===== src/design/mibs80_pkg.sv =====
// mibs80_pkg: shared constants, types and round functions of the mibs-80 cipher
// no dependencies; imported by the controller, the datapath and the top level
package mibs80_pkg;

  localparam int MAX_ROUNDS_DEF = 32;

  localparam int KEY_HIGH_W = 16;
  localparam int KEY_LOW_W  = 64;
  localparam int RCNT_W     = 6;
  localparam int BLOCK_W    = 64;
  localparam int HALF_W     = 32;
  localparam int CFG_IDX_W  = 2;
  localparam int CFG_DATA_W = 64;

  // register indexes of the configuration port
  localparam logic [CFG_IDX_W-1:0] CFG_KEY_HIGH    = 2'd0;
  localparam logic [CFG_IDX_W-1:0] CFG_KEY_LOW     = 2'd1;
  localparam logic [CFG_IDX_W-1:0] CFG_ROUND_COUNT = 2'd2;

  // operation codes carried in the input tuser
  localparam logic OP_ENCRYPT = 1'b0;
  localparam logic OP_DECRYPT = 1'b1;

  localparam logic [3:0] SBOX [16] = '{
    4'd4, 4'd15, 4'd3, 4'd8, 4'd13, 4'd10, 4'd12, 4'd0,
    4'd11, 4'd5, 4'd7, 4'd14, 4'd2, 4'd6, 4'd1, 4'd9
  };

  // bit r set: input nibble r (from the top) feeds output nibble k
  localparam logic [7:0] MIX_SEL [8] = '{
    8'hDB, 8'h7E, 8'hB7, 8'hCE, 8'h9D, 8'h3B, 8'h67, 8'hED
  };

  // controller to datapath commands
  typedef struct packed {
    logic       key_load;    // copy key registers into the schedule registers
    logic       exp_step;    // one key schedule round, write its round key
    logic [5:0] exp_rnd;     // schedule round number, from one
    logic       blk_load;    // load the halves from the input beat
    logic       round_step;  // one feistel round
    logic       op;          // encrypt or decrypt
  } mibs80_cmd_t;

  function automatic logic [3:0] sbox4(input logic [3:0] x);
    return SBOX[x];
  endfunction

  // key xor, nibble s-box layer, nibble mixing
  function automatic logic [HALF_W-1:0] round_f(input logic [HALF_W-1:0] x,
                                                input logic [HALF_W-1:0] k);
    logic [HALF_W-1:0] v;
    logic [3:0]        nib [8];
    logic [3:0]        acc;
    logic [HALF_W-1:0] res;
    v   = x ^ k;
    res = '0;
    for (int i = 0; i < 8; i++) begin
      nib[i] = sbox4(v[HALF_W-1-4*i -: 4]);
    end
    for (int i = 0; i < 8; i++) begin
      acc = 4'd0;
      for (int r = 0; r < 8; r++) begin
        if (MIX_SEL[i][r]) begin
          acc = acc ^ nib[r];
        end
      end
      res[HALF_W-1-4*i -: 4] = acc;
    end
    return res;
  endfunction

endpackage


===== src/design/mibs80_block_cipher.sv =====
// mibs80_block_cipher: top level of the mibs-80 feistel cipher
// depends on mibs80_pkg, mibs80_ctrl and mibs80_dp
// MIBS-80 block cipher, 64-bit block, 80-bit key. Write key_high (index 0),
// key_low (index 1) and round_count (index 2) on the cfg port; each write, and
// reset, reruns the key schedule: a load step, then one schedule round per
// clock into the round key store, during which in_tready is low. Each input
// beat carries the block in in_tdata and the operation in in_tuser (0 encrypt,
// 1 decrypt). After acceptance the feistel round unit runs one round per clock,
// fed by the one read port of the key store, for n rounds, n being round_count
// clamped to 1..MAX_ROUNDS; a final step then hands the result to the output
// register, waiting while that register is full and out_tready is low. The
// next block is accepted only after that hand-over, so the core works on one
// block at a time. A new block is accepted while the previous result still
// waits in the output register.
module mibs80_block_cipher #(
  parameter int MAX_ROUNDS = mibs80_pkg::MAX_ROUNDS_DEF
) (
  input  logic                                clk,
  input  logic                                rst_n,
  // input channel
  input  logic                                in_tvalid,
  output logic                                in_tready,
  input  logic [mibs80_pkg::BLOCK_W-1:0]      in_tdata,   // [63:0] data_in
  input  logic                                in_tuser,   // [0] op
  // result channel
  output logic                                out_tvalid,
  input  logic                                out_tready,
  output logic [mibs80_pkg::BLOCK_W-1:0]      out_tdata,  // [63:0] data_out
  // configuration write port
  input  logic                                cfg_we,
  input  logic [mibs80_pkg::CFG_IDX_W-1:0]    cfg_index,
  input  logic [mibs80_pkg::CFG_DATA_W-1:0]   cfg_wdata
);
  import mibs80_pkg::*;

  localparam int KW = (MAX_ROUNDS > 1) ? $clog2(MAX_ROUNDS) : 1;

  logic [KEY_HIGH_W-1:0] key_high_r;
  logic [KEY_LOW_W-1:0]  key_low_r;
  logic [RCNT_W-1:0]     round_count_r;
  logic                  cfg_hit;
  logic                  out_load;
  logic                  out_valid_r;
  logic [BLOCK_W-1:0]    out_data_r;
  logic [BLOCK_W-1:0]    dp_result;
  logic [KW-1:0]         rd_addr;
  mibs80_cmd_t           cmd;

  // writes beyond the register list are ignored
  assign cfg_hit = cfg_we && (cfg_index == CFG_KEY_HIGH || cfg_index == CFG_KEY_LOW ||
                              cfg_index == CFG_ROUND_COUNT);

  always_ff @(posedge clk) begin
    if (!rst_n) begin
      key_high_r    <= '0;
      key_low_r     <= '0;
      round_count_r <= 6'd32;
    end else if (cfg_we) begin
      case (cfg_index)
        CFG_KEY_HIGH:    key_high_r    <= cfg_wdata[KEY_HIGH_W-1:0];
        CFG_KEY_LOW:     key_low_r     <= cfg_wdata[KEY_LOW_W-1:0];
        CFG_ROUND_COUNT: round_count_r <= cfg_wdata[RCNT_W-1:0];
        default: begin
        end
      endcase
    end
  end

  mibs80_ctrl #(
    .MAX_ROUNDS (MAX_ROUNDS),
    .KW         (KW)
  ) u_ctrl (
    .clk         (clk),
    .rst_n       (rst_n),
    .cfg_hit     (cfg_hit),
    .round_count (round_count_r),
    .in_tvalid   (in_tvalid),
    .in_op       (in_tuser),
    .in_tready   (in_tready),
    .out_full    (out_valid_r),
    .out_tready  (out_tready),
    .out_load    (out_load),
    .cmd         (cmd),
    .rd_addr     (rd_addr)
  );

  mibs80_dp #(
    .MAX_ROUNDS (MAX_ROUNDS),
    .KW         (KW)
  ) u_dp (
    .clk      (clk),
    .rst_n    (rst_n),
    .cmd      (cmd),
    .rd_addr  (rd_addr),
    .key_high (key_high_r),
    .key_low  (key_low_r),
    .data_in  (in_tdata),
    .data_out (dp_result)
  );

  // output register parts the core from the result channel
  always_ff @(posedge clk) begin
    if (!rst_n) begin
      out_valid_r <= 1'b0;
    end else if (out_load) begin
      out_valid_r <= 1'b1;
    end else if (out_tready) begin
      out_valid_r <= 1'b0;
    end
  end

  always_ff @(posedge clk) begin
    if (out_load) begin
      out_data_r <= dp_result;
    end
  end

  assign out_tvalid = out_valid_r;
  assign out_tdata  = out_data_r;

endmodule


===== src/design/mibs80_ctrl.sv =====
// mibs80_ctrl: sequencer for key schedule and round iteration
// depends on mibs80_pkg; drives mibs80_dp through mibs80_cmd_t
module mibs80_ctrl #(
  parameter int MAX_ROUNDS = mibs80_pkg::MAX_ROUNDS_DEF,
  parameter int KW         = 5
) (
  input  logic                             clk,
  input  logic                             rst_n,
  input  logic                             cfg_hit,
  input  logic [mibs80_pkg::RCNT_W-1:0]    round_count,
  input  logic                             in_tvalid,
  input  logic                             in_op,
  output logic                             in_tready,
  input  logic                             out_full,
  input  logic                             out_tready,
  output logic                             out_load,
  output mibs80_pkg::mibs80_cmd_t          cmd,
  output logic [KW-1:0]                    rd_addr
);
  import mibs80_pkg::*;

  localparam logic [1:0] S_LOAD  = 2'd0;
  localparam logic [1:0] S_EXP   = 2'd1;
  localparam logic [1:0] S_IDLE  = 2'd2;
  localparam logic [1:0] S_ROUND = 2'd3;

  localparam logic [5:0] MAX_R = 6'(MAX_ROUNDS);

  logic [1:0]    state_r, state_nxt;
  logic [5:0]    cnt_r, cnt_nxt;
  logic [KW-1:0] ka_r, ka_nxt;
  logic          op_r, op_nxt;
  logic          done_r, done_nxt;
  logic [5:0]    n_eff;
  logic [5:0]    n_m1;

  // zero means one round, above the store depth saturates
  always_comb begin
    if (round_count == 6'd0) begin
      n_eff = 6'd1;
    end else if (round_count > MAX_R) begin
      n_eff = MAX_R;
    end else begin
      n_eff = round_count;
    end
  end
  assign n_m1 = n_eff - 6'd1;

  assign in_tready = (state_r == S_IDLE) && !cfg_hit;

  always_comb begin
    state_nxt      = state_r;
    cnt_nxt        = cnt_r;
    ka_nxt         = ka_r;
    op_nxt         = op_r;
    done_nxt       = done_r;
    rd_addr        = ka_r;
    out_load       = 1'b0;
    cmd            = '0;
    cmd.op         = op_r;
    cmd.exp_rnd    = cnt_r;
    case (state_r)
      S_LOAD: begin
        cmd.key_load = 1'b1;
        cnt_nxt      = 6'd1;
        state_nxt    = S_EXP;
      end
      S_EXP: begin
        cmd.exp_step = 1'b1;
        cnt_nxt      = cnt_r + 6'd1;
        if (cnt_r == MAX_R) begin
          state_nxt = S_IDLE;
        end
      end
      S_IDLE: begin
        cmd.op = in_op;
        if (in_tvalid) begin
          cmd.blk_load = 1'b1;
          rd_addr      = (in_op == OP_DECRYPT) ? n_m1[KW-1:0] : '0;
          ka_nxt       = rd_addr;
          cnt_nxt      = n_eff;
          op_nxt       = in_op;
          done_nxt     = 1'b0;
          state_nxt    = S_ROUND;
        end
      end
      S_ROUND: begin
        if (!done_r) begin
          cmd.round_step = 1'b1;
          rd_addr        = (op_r == OP_DECRYPT) ? ka_r - KW'(1) : ka_r + KW'(1);
          ka_nxt         = rd_addr;
          cnt_nxt        = cnt_r - 6'd1;
          if (cnt_r == 6'd1) begin
            done_nxt = 1'b1;
          end
        end else if (!out_full || out_tready) begin
          out_load  = 1'b1;
          state_nxt = S_IDLE;
        end
      end
      default: begin
        state_nxt = S_LOAD;
      end
    endcase
    // any register write reruns the key schedule
    if (cfg_hit) begin
      state_nxt = S_LOAD;
    end
  end

  always_ff @(posedge clk) begin
    if (!rst_n) begin
      state_r <= S_LOAD;
      cnt_r   <= 6'd0;
      ka_r    <= '0;
      op_r    <= OP_ENCRYPT;
      done_r  <= 1'b0;
    end else begin
      state_r <= state_nxt;
      cnt_r   <= cnt_nxt;
      ka_r    <= ka_nxt;
      op_r    <= op_nxt;
      done_r  <= done_nxt;
    end
  end

endmodule


===== src/design/mibs80_dp.sv =====
// mibs80_dp: key schedule registers, round key store and feistel halves
// depends on mibs80_pkg; commanded by mibs80_ctrl
module mibs80_dp #(
  parameter int MAX_ROUNDS = mibs80_pkg::MAX_ROUNDS_DEF,
  parameter int KW         = 5
) (
  input  logic                                clk,
  input  logic                                rst_n,
  input  mibs80_pkg::mibs80_cmd_t             cmd,
  input  logic [KW-1:0]                       rd_addr,
  input  logic [mibs80_pkg::KEY_HIGH_W-1:0]   key_high,
  input  logic [mibs80_pkg::KEY_LOW_W-1:0]    key_low,
  input  logic [mibs80_pkg::BLOCK_W-1:0]      data_in,
  output logic [mibs80_pkg::BLOCK_W-1:0]      data_out
);
  import mibs80_pkg::*;

  logic [KEY_HIGH_W-1:0] khi_r, khi_nxt;
  logic [KEY_LOW_W-1:0]  klo_r, klo_nxt;
  logic [HALF_W-1:0]     left_r, left_nxt;
  logic [HALF_W-1:0]     right_r, right_nxt;
  logic [HALF_W-1:0]     rk_r;
  logic [HALF_W-1:0]     new_rk;
  logic [KEY_LOW_W-1:0]  rot_lo;
  logic [15:0]           rot_hi;
  logic [5:0]            wr_m1;
  logic [HALF_W-1:0]     f_out;

  logic [HALF_W-1:0] rk_mem [MAX_ROUNDS];

  // rotate the 80-bit key right by 19, s-box the top two nibbles, add round number
  always_comb begin
    rot_hi  = klo_r[18:3];
    rot_lo  = {klo_r[2:0], khi_r, klo_r[63:19]};
    khi_nxt = {sbox4(rot_hi[15:12]), sbox4(rot_hi[11:8]), rot_hi[7:0]};
    klo_nxt = rot_lo ^ {45'd0, cmd.exp_rnd[4:0], 14'd0};
    new_rk  = {khi_nxt, klo_nxt[63:48]};
  end

  assign wr_m1 = cmd.exp_rnd - 6'd1;

  always_ff @(posedge clk) begin
    if (cmd.exp_step) begin
      rk_mem[wr_m1[KW-1:0]] <= new_rk;
    end
    rk_r <= rk_mem[rd_addr];
  end

  always_ff @(posedge clk) begin
    if (!rst_n) begin
      khi_r <= '0;
      klo_r <= '0;
    end else if (cmd.key_load) begin
      khi_r <= key_high;
      klo_r <= key_low;
    end else if (cmd.exp_step) begin
      khi_r <= khi_nxt;
      klo_r <= klo_nxt;
    end
  end

  // decrypt runs the mirrored round on the right half
  assign f_out = round_f((cmd.op == OP_DECRYPT) ? right_r : left_r, rk_r);

  always_comb begin
    left_nxt  = left_r;
    right_nxt = right_r;
    if (cmd.blk_load) begin
      if (cmd.op == OP_DECRYPT) begin
        right_nxt = data_in[BLOCK_W-1:HALF_W];
        left_nxt  = data_in[HALF_W-1:0];
      end else begin
        left_nxt  = data_in[BLOCK_W-1:HALF_W];
        right_nxt = data_in[HALF_W-1:0];
      end
    end else if (cmd.round_step) begin
      if (cmd.op == OP_DECRYPT) begin
        left_nxt  = right_r;
        right_nxt = f_out ^ left_r;
      end else begin
        left_nxt  = f_out ^ right_r;
        right_nxt = left_r;
      end
    end
  end

  always_ff @(posedge clk) begin
    if (!rst_n) begin
      left_r  <= '0;
      right_r <= '0;
    end else begin
      left_r  <= left_nxt;
      right_r <= right_nxt;
    end
  end

  assign data_out = (cmd.op == OP_DECRYPT) ? {left_r, right_r} : {right_r, left_r};

endmodule


===== config.mk =====
export PLATFORM = sky130hd
export DESIGN_NAME = mibs80_block_cipher
export DESIGN_NICKNAME = d
export VERILOG_FILES = /design/src/design/mibs80_pkg.sv /design/src/design/mibs80_block_cipher.sv /design/src/design/mibs80_ctrl.sv /design/src/design/mibs80_dp.sv
export SDC_FILE = /design/constraint.sdc
export NUM_CORES = 2
export LEC_CHECK = 0
export ABC_AREA = 1
export BUFFER_PORTS_ARGS = -buffer_cell sky130_fd_sc_hd__buf_2
export CAP_MARGIN = 10
export CORE_UTILIZATION = 55
export CTS_CLUSTER_DIAMETER = 120
export DETAILED_ROUTE_END_ITERATION = 16
export MAX_ROUTING_LAYER = met4
export PLACE_DENSITY_LB_ADDON = 0.12
export SYNTH_ARGS = -nofsm -noshare
export SYNTH_HDL_FRONTEND = slang
export SYNTH_SLANG_ARGS = --single-unit

===== constraint.sdc =====
create_clock -name clk -period 4.2 [get_ports clk]
set_input_delay 0.84 -clock clk [delete_from_list [all_inputs] [get_ports clk]]
set_output_delay 0.84 -clock clk [all_outputs]
set_load 0.005 [all_outputs]

## Word-level counts from Yosys, hierarchy flattened

Memories as Yosys holds them, arrays and structs flattened. A register that Yosys moved wholly into a read port is not among the register bits.
Index checks and enable logic that the tools add are counted.

| cells by class | value |
|---|---|
| add/subtract/negate cells | 5 |
| bitwise gates (word level) | 41 |
| reductions and logical operators | 22 |
| multiply operators | 0 |
| magnitude comparators | 11 |
| muxes and demuxes | 67 |
| shifts and indexed selects | 0 |
| equal/unequal tests | 12 |
| div/mod/pow operators | 0 |

Operators by type and width:

| operator | count |
|---|---|
| $mux W32 | 9 |
| $mux W64 | 3 |
| $xor A4 B4 Y4 | 26 |
| $xor A32 B32 Y32 | 3 |
| $mux W4 | 20 |
| $xor A64 B19 Y64 | 1 |
| $ge A5 B5 Y1 const B | 10 |
| $not A4 Y5 | 10 |
| $mux W16 | 2 |
| $mux W6 | 4 |
| $pmux W6 S4 | 1 |
| $mux W5 | 4 |
| $mux W1 | 17 |
| $reduce_and A2 Y1 | 6 |
| $pmux W5 S2 | 1 |
| $sub A5 B1 Y5 const B | 2 |
| $mux W2 | 4 |
| $pmux W2 S4 | 1 |
| $reduce_bool A2 Y1 | 4 |
| $add A6 B1 Y6 const B | 1 |
| $eq A2 B2 Y1 const B | 3 |
| $eq A6 B1 Y1 const B | 1 |
| $eq A6 B6 Y1 const B | 1 |
| $gt A6 B6 Y1 const B | 1 |
| other kinds (14) | 23 |

| word-level totals | value |
|---|---|
| register bits | 310 |
| bits in latches | 0 |
| RAM bits | 1024 |
| memories | 11 |
| word-level logic and storage cells | 183 |
| output and inout bits | 66 |
| ROM bits | 640 |
| input bits | 136 |

Memories:

| memory | words | bits a word | read ports | clocked after memory_dff | write ports | RTL line | text |
|---|---|---|---|---|---|---|---|
| u_dp.rk_mem | 32 | 32 | 1 | 1 | 1 | mibs80_dp.sv:29 | `logic [HALF_W-1:0] rk_mem [MAX_ROUNDS];` |
| (name not given) | 16 | 4 | 1 | 0 | 0 | mibs80_pkg.sv:45 | `return SBOX[x];` |
| (name not given) | 16 | 4 | 1 | 0 | 0 | mibs80_pkg.sv:45 |  |
| (name not given) | 16 | 4 | 1 | 0 | 0 | mibs80_pkg.sv:45 |  |
| (name not given) | 16 | 4 | 1 | 0 | 0 | mibs80_pkg.sv:45 |  |
| (name not given) | 16 | 4 | 1 | 0 | 0 | mibs80_pkg.sv:45 |  |
| 5 more memories | -- | -- | -- | -- | -- | -- |  |

## Depth between registers and ports, before layout

| depth | value |
|---|---|
| depth in word-level cells | 17 |
| gate-level depth with buffers | 26 |
| depth with buffers taken out | 25 |

## By module

Synthesis repeated with hierarchy kept, for this count alone.

| second synthesis, totals | value |
|---|---|
| cells, all modules | 6054 |
| area total of the unflattened synthesis | 60464.2 um2 |

By module, submodules not included:

| module | area each (um2) | instances | cells each | seq. area each (um2) |
|---|---|---|---|---|
| mibs80_dp | 53578.9 | 1 | 5221 | 34272.9 |
| mibs80_block_cipher | 5570.3 | 1 | 620 | 3663.5 |
| mibs80_ctrl | 1315.0 | 1 | 213 | 300.3 |

## Worst setup path after synthesis

Ideal clock, no wire load.

| timing path | value |
|---|---|
| path type | input-to-reg |
| from | input out_tready |
| to | register out_data_r[0] (netlist: out_tdata[0]), enable pin |
| required time | 3.712 ns |
| setup time | 0.488 ns |
| cell stages on the path | 2 |
| path buffers | 0 |
| arrival time | 3.602 ns |
| setup slack | 0.111 ns |
| path through | nor2_1 nor2_1 |

| on the way | value |
|---|---|
| longest elaborated chain between the ends | 4 |

Ends and longest elaborated chain:

| element | RTL line | text |
|---|---|---|
| from (decl) | mibs80_block_cipher.sv:27 | `input logic out_tready,` |
| $logic_or A1 B1 Y1 | mibs80_ctrl.sv:96 | `end else if (!out_full \|\| out_tready) begin` |
| $mux W1 | mibs80_ctrl.sv:96 |  |
| $mux W1 | mibs80_ctrl.sv:88 | `if (!done_r) begin` |
| $mux W1 | mibs80_ctrl.sv:62 | `case (state_r)` |
| net out_load | mibs80_block_cipher.sv:42 | `logic out_load;` |
| to (signal assigned) | mibs80_block_cipher.sv:114 | `out_data_r <= dp_result;` |
| to (decl) | mibs80_block_cipher.sv:44 | `logic [BLOCK_W-1:0] out_data_r;` |

The timed path passes the listed nets, and every way through them passes these cells.
A chain may end at the register's enable or synchronous reset.

## Worst setup path after layout

| timing path | value |
|---|---|
| from | register u_ctrl.state_r[0] |
| to | register u_dp.left_r[13] |

| on the way | value |
|---|---|
| longest elaborated chain between the ends | 16 |
| elaborated cells on any way between the ends | 37 |
| classes of those cells | 2 x eq/ne; 18 x mux; 11 x bitwise; 1 x reduce/logical; 5 x memory |

Ends and longest elaborated chain:

| element | RTL line | text |
|---|---|---|
| from (decl) | mibs80_ctrl.sv:29 | `logic [1:0] state_r, state_nxt;` |
| from (signal assigned) | mibs80_ctrl.sv:119 | `state_r <= state_nxt;` |
| $eq A2 B2 Y1 | mibs80_ctrl.sv:62 |  |
| $mux W1 | mibs80_ctrl.sv:62 |  |
| $mux W32 | mibs80_dp.sv:63 | `assign f_out = round_f((cmd.op == OP_DECRYPT) ? right_r : left_r, rk_r);` |
| $xor A32 B32 Y32 | mibs80_pkg.sv:55 | `v = x ^ k;` |
| $not A4 Y5 (implied by the code) | mibs80_pkg.sv:45 |  |
| $mem_v2 Z16 W4 | -- |  |
| $mux W4 (implied by the code) (2 in series) | mibs80_pkg.sv:45 |  |
| $xor A4 B4 Y4 (4 in series) | mibs80_pkg.sv:64 | `acc = acc ^ nib[r];` |
| $xor A32 B32 Y32 | mibs80_dp.sv:81 | `left_nxt = f_out ^ right_r;` |
| $mux W32 | mibs80_dp.sv:77 | `if (cmd.op == OP_DECRYPT) begin` |
| $mux W32 | mibs80_dp.sv:76 | `end else if (cmd.round_step) begin` |
| $mux W32 | mibs80_dp.sv:68 | `if (cmd.blk_load) begin` |
| to (signal assigned) | mibs80_dp.sv:92 | `left_r <= left_nxt;` |
| to (decl) | mibs80_dp.sv:20 | `logic [HALF_W-1:0] left_r, left_nxt;` |

Several ways; a longest one is shown, not always the timed one. The select of a mux whose other input is x is not followed.

==> results.ini <==
[status]
status = complete, no violations

[floorplan]
io_pins = 202
initial_utilization = 0.5542
core_um2 = 112300
dieArea_um2 = 114500
die_x_um = 338.5
die_h_um = 338.5
rows = 123

[sta]
slew_headroom = 0.1978
slew_violations = 0
fmax_mhz = 257.0
setup_violations = 0
rsz0062_at_grt = false
finalSetupTns_ps = 0
period_share = 0.9264
fin_worst_skew_ps = 33.32
worstMarginPinSlew_ps = 1200
timing.final.crit_period_ps = 3891
timing.final.hold_violations = 0

[synth]
syn_nets = 6916
synth_edf_count = 1088
synth.top_cell.area_share = 0.5248
avgSynthCellArea_um2 = 9.258
netlist_area_um2 = 62260
synth_ff_type = edfxtp_1
synthXorXnorAreaFrac = 0.002532
synth_fa_ha_area_frac = 0.01117
synth-compound-area-share = 0.07166
syn_inst = 6725
yosys.area_share.simple = 0.2544
synthArstFlopShare = 0
synth_top_family_by_area = simple AND/OR/NAND/NOR gates
synthMuxAreaShare = 0
seq_area_frac_synth = 0.6141
yosysTopAreaCell = edfxtp_1
ys_warn_count = 0
ys_ff_latch = 1366
synth_area_leaders = edfxtp_1, nand2_1, dfxtp_1
yosysUniqueCellTypes = 40

[routing]
drt_pre_antenna_iters = 6
wl_um = 189500
drt-initial-drc-count = 5393
drc_errors = 0
vias = 48900
final_antenna_net_count = 0
route.detailed.wl_per_inst_um = 22.28
post_drt_via_cell_ratio = 5.750

[critical_path]
worst-path-max-fanout = 22
endpoint_kind = register
cp.required_ps = 4860
path_class = reg -> reg
critical_path.startpoint_type = register
cp.arrival_ps = 4550

[cts]
post-cts-setup-buffer-count = 0
ctsHoldBuffers = 0
root_buffer = clkbuf_16
clock_latency_ps = 780
cts_tree = built
cts_buffers = 144
clk_pin_slew_ps = 60
clockBufferDepth = 3
cts_max_level = 4
cts_resized = 0
clkSinkCount = 1366

[power]
p_sw_mw = 6.241
vdd_ir_drop_max_mv = 0.3857
power.density_nw_per_um2 = 403.1
swShare = 0.2187
pwr-share-comb = 0.032
p_clk_frac = 0.449
internal_power_mw = 22.30
p_leak_nw = 29.46
p_seq_frac = 0.520

[global_route]
antenna_found_initial = 2
grt_max_degree = 131
grt_pass1_wl_um = 280600
overflow = 0
first_global_vias = 45600
grt_usage = 0.3341

[placement]
place_congestion = 0.9750
portBuffers = 201
dp_hpwl_um = 114300
placed_area_um2 = 65900

[flow_run]
max-cap-violations = 0

[final_layout]
layout.nets = 7074
design_area_um2 = 70800
layout-drive-gt1-share = 0.1034
syn2layout_area_growth_pct = 13.71

[min_path]
hp-class = in -> reg

==> path summary, 6_finish.rpt <==
path,start,end,slack [ps],depth (start not counted)
max,u_ctrl.state_r[0],u_dp.left_r[13],310,24
min,cfg_wdata[38],key_low_r[38],300,3
max reg2reg,u_ctrl.state_r[0],u_dp.left_r[13],310,24
min reg2reg,key_low_r[2],key_low_r[2],460,2
==> sequential cells by signal (all words and copies together) (netlist names), 32 cells and up <==
name	flops
key_low_r	64
out_tdata	64
u_dp.klo_r	64
u_dp.left_r	32
u_dp.right_r	32
u_dp.rk_mem	1024
u_dp.rk_r	32
==> layout by cell type, fill, tap and decap left out, drive strengths merged, types with 6 or more instances in the layout <==
cell type,n
inv,368
nor2,359
nand3b,195
buf,370
or2,33
bufinv,10
o221ai,6
a31oi,13
clkinv,51
ha,54
a22oi,20
o21a,33
clkbuf,202
nand3,620
dfxtp,278
o21ai,384
and3,64
xor2,11
nand2,2446
o211ai,22
edfxtp,1088
a21oi,354
xnor2,7
==> synthesized netlist by cell type, types with 2 or more instances <==
master    count
nand2_1    2418
edfxtp_1   1088
nand3_1     619
nor2_1      359
a21oi_1     354
o21ai_0     350
inv_1       336
dfxtp_1     278
clkbuf_1    210
nand3b_1    195
buf_2        83
and3_1       64
buf_1        57
ha_1         54
o21a_1       33
or2_2        33
o21ai_1      32
inv_2        28
nand2_2      23
o211ai_1     22
a22oi_1      20
a31oi_1      13
xor2_1       11
xnor2_1       7
buf_4         6
o221ai_1      6
buf_6         3
nand2_4       3
nand4_1       3
nor3_1        3
a21boi_0      2
a21o_1        2
a32oi_1       2
o21ai_2       2
==> critical path, cell delays in order (launching register included) <==
cell	delay [ps]
dfxtp_1	460
inv_2	160
nand2_4	170
nand2_4	230
nand2_8	310
buf_12	200
nand2_1	60
nand3_1	60
nand2_1	130
inv_1	180
ha_1	250
inv_1	50
nand2_1	140
nand2_1	100
nand2_1	60
o21ai_2	140
nand2_1	130
nand2_1	100
nand2_1	50
nand2_1	120
nand2_1	70
nand2_1	270
a21oi_1	120
a21oi_1	150
nor2_1	50
==> area by class of cell <==
| class | count | area, µm² |
|---|---|---|
| Clock inverter | 64 | 834.6 |
| Inverter | 365 | 1380 |
| Sequential cell | 1366 | 38250 |
| Multi-Input combinational cell | 4636 | 21550 |
| Antenna cell | 1 | 2.502 |
| Tap cell | 1500 | 1877 |
| Fill cell | 9279 | 41550 |
| Clock buffer | 202 | 3963 |
| Timing Repair Buffer | 370 | 2942 |
==> power by group through the flow <==
stage | clock, mW | combinational, mW | sequential, mW
5_1_grt | 13.5 | 0.981 | 14.8
2_1_floorplan | 0 | 0.449 | 15.1
4_1_cts | 12.9 | 0.879 | 14.8
3_5_place_dp | 0 | 0.874 | 15.1
6_report | 12.8 | 0.902 | 14.8
3_3_place_gp | 0 | 0.863 | 15.1
==> metal layers <==
metal | routed length (µm) | vias up | GRT usage
met1 | 77810 | 23560 | 0.4417
met5 | 0 | - | -
met3 | 14370 | 349 | 0.04167
met2 | 90410 | 2052 | 0.5338
li1 | - | 22940 | -
met4 | 6883 | 0 | 0.1184
==> kinds of logic after synthesis <==
kind of cell | Yosys count
simple gates | 3722
flops | 1366
compound gates | 840
buf+inv | 724
fa+ha+maj | 55
xor+xnor | 18
==> stage by stage <==
| stage | total power, mW | util | hold WS, ps | std cells | setup slack [ps] |
|---|---|---|---|---|---|
| 3_5_place_dp | 16.00 | 0.5866 | 442.3 | 8233 | 216.2 |
| 3_3_place_gp | 15.99 | 0.5866 | 434.2 | 8233 | 272.8 |
| 4_1_cts | 28.66 | 0.6293 | 257.8 | 8499 | 321.8 |
| 2_1_floorplan | 15.57 | - | 424.6 | 6725 | 110.7 |
| 5_1_grt | 29.29 | 0.6301 | 286.2 | 8503 | 26.64 |
| 6_report | 28.54 | 0.6302 | 296.3 | 8504 | 308.9 |
No activity file was read; power rests on OpenSTA's default activity.
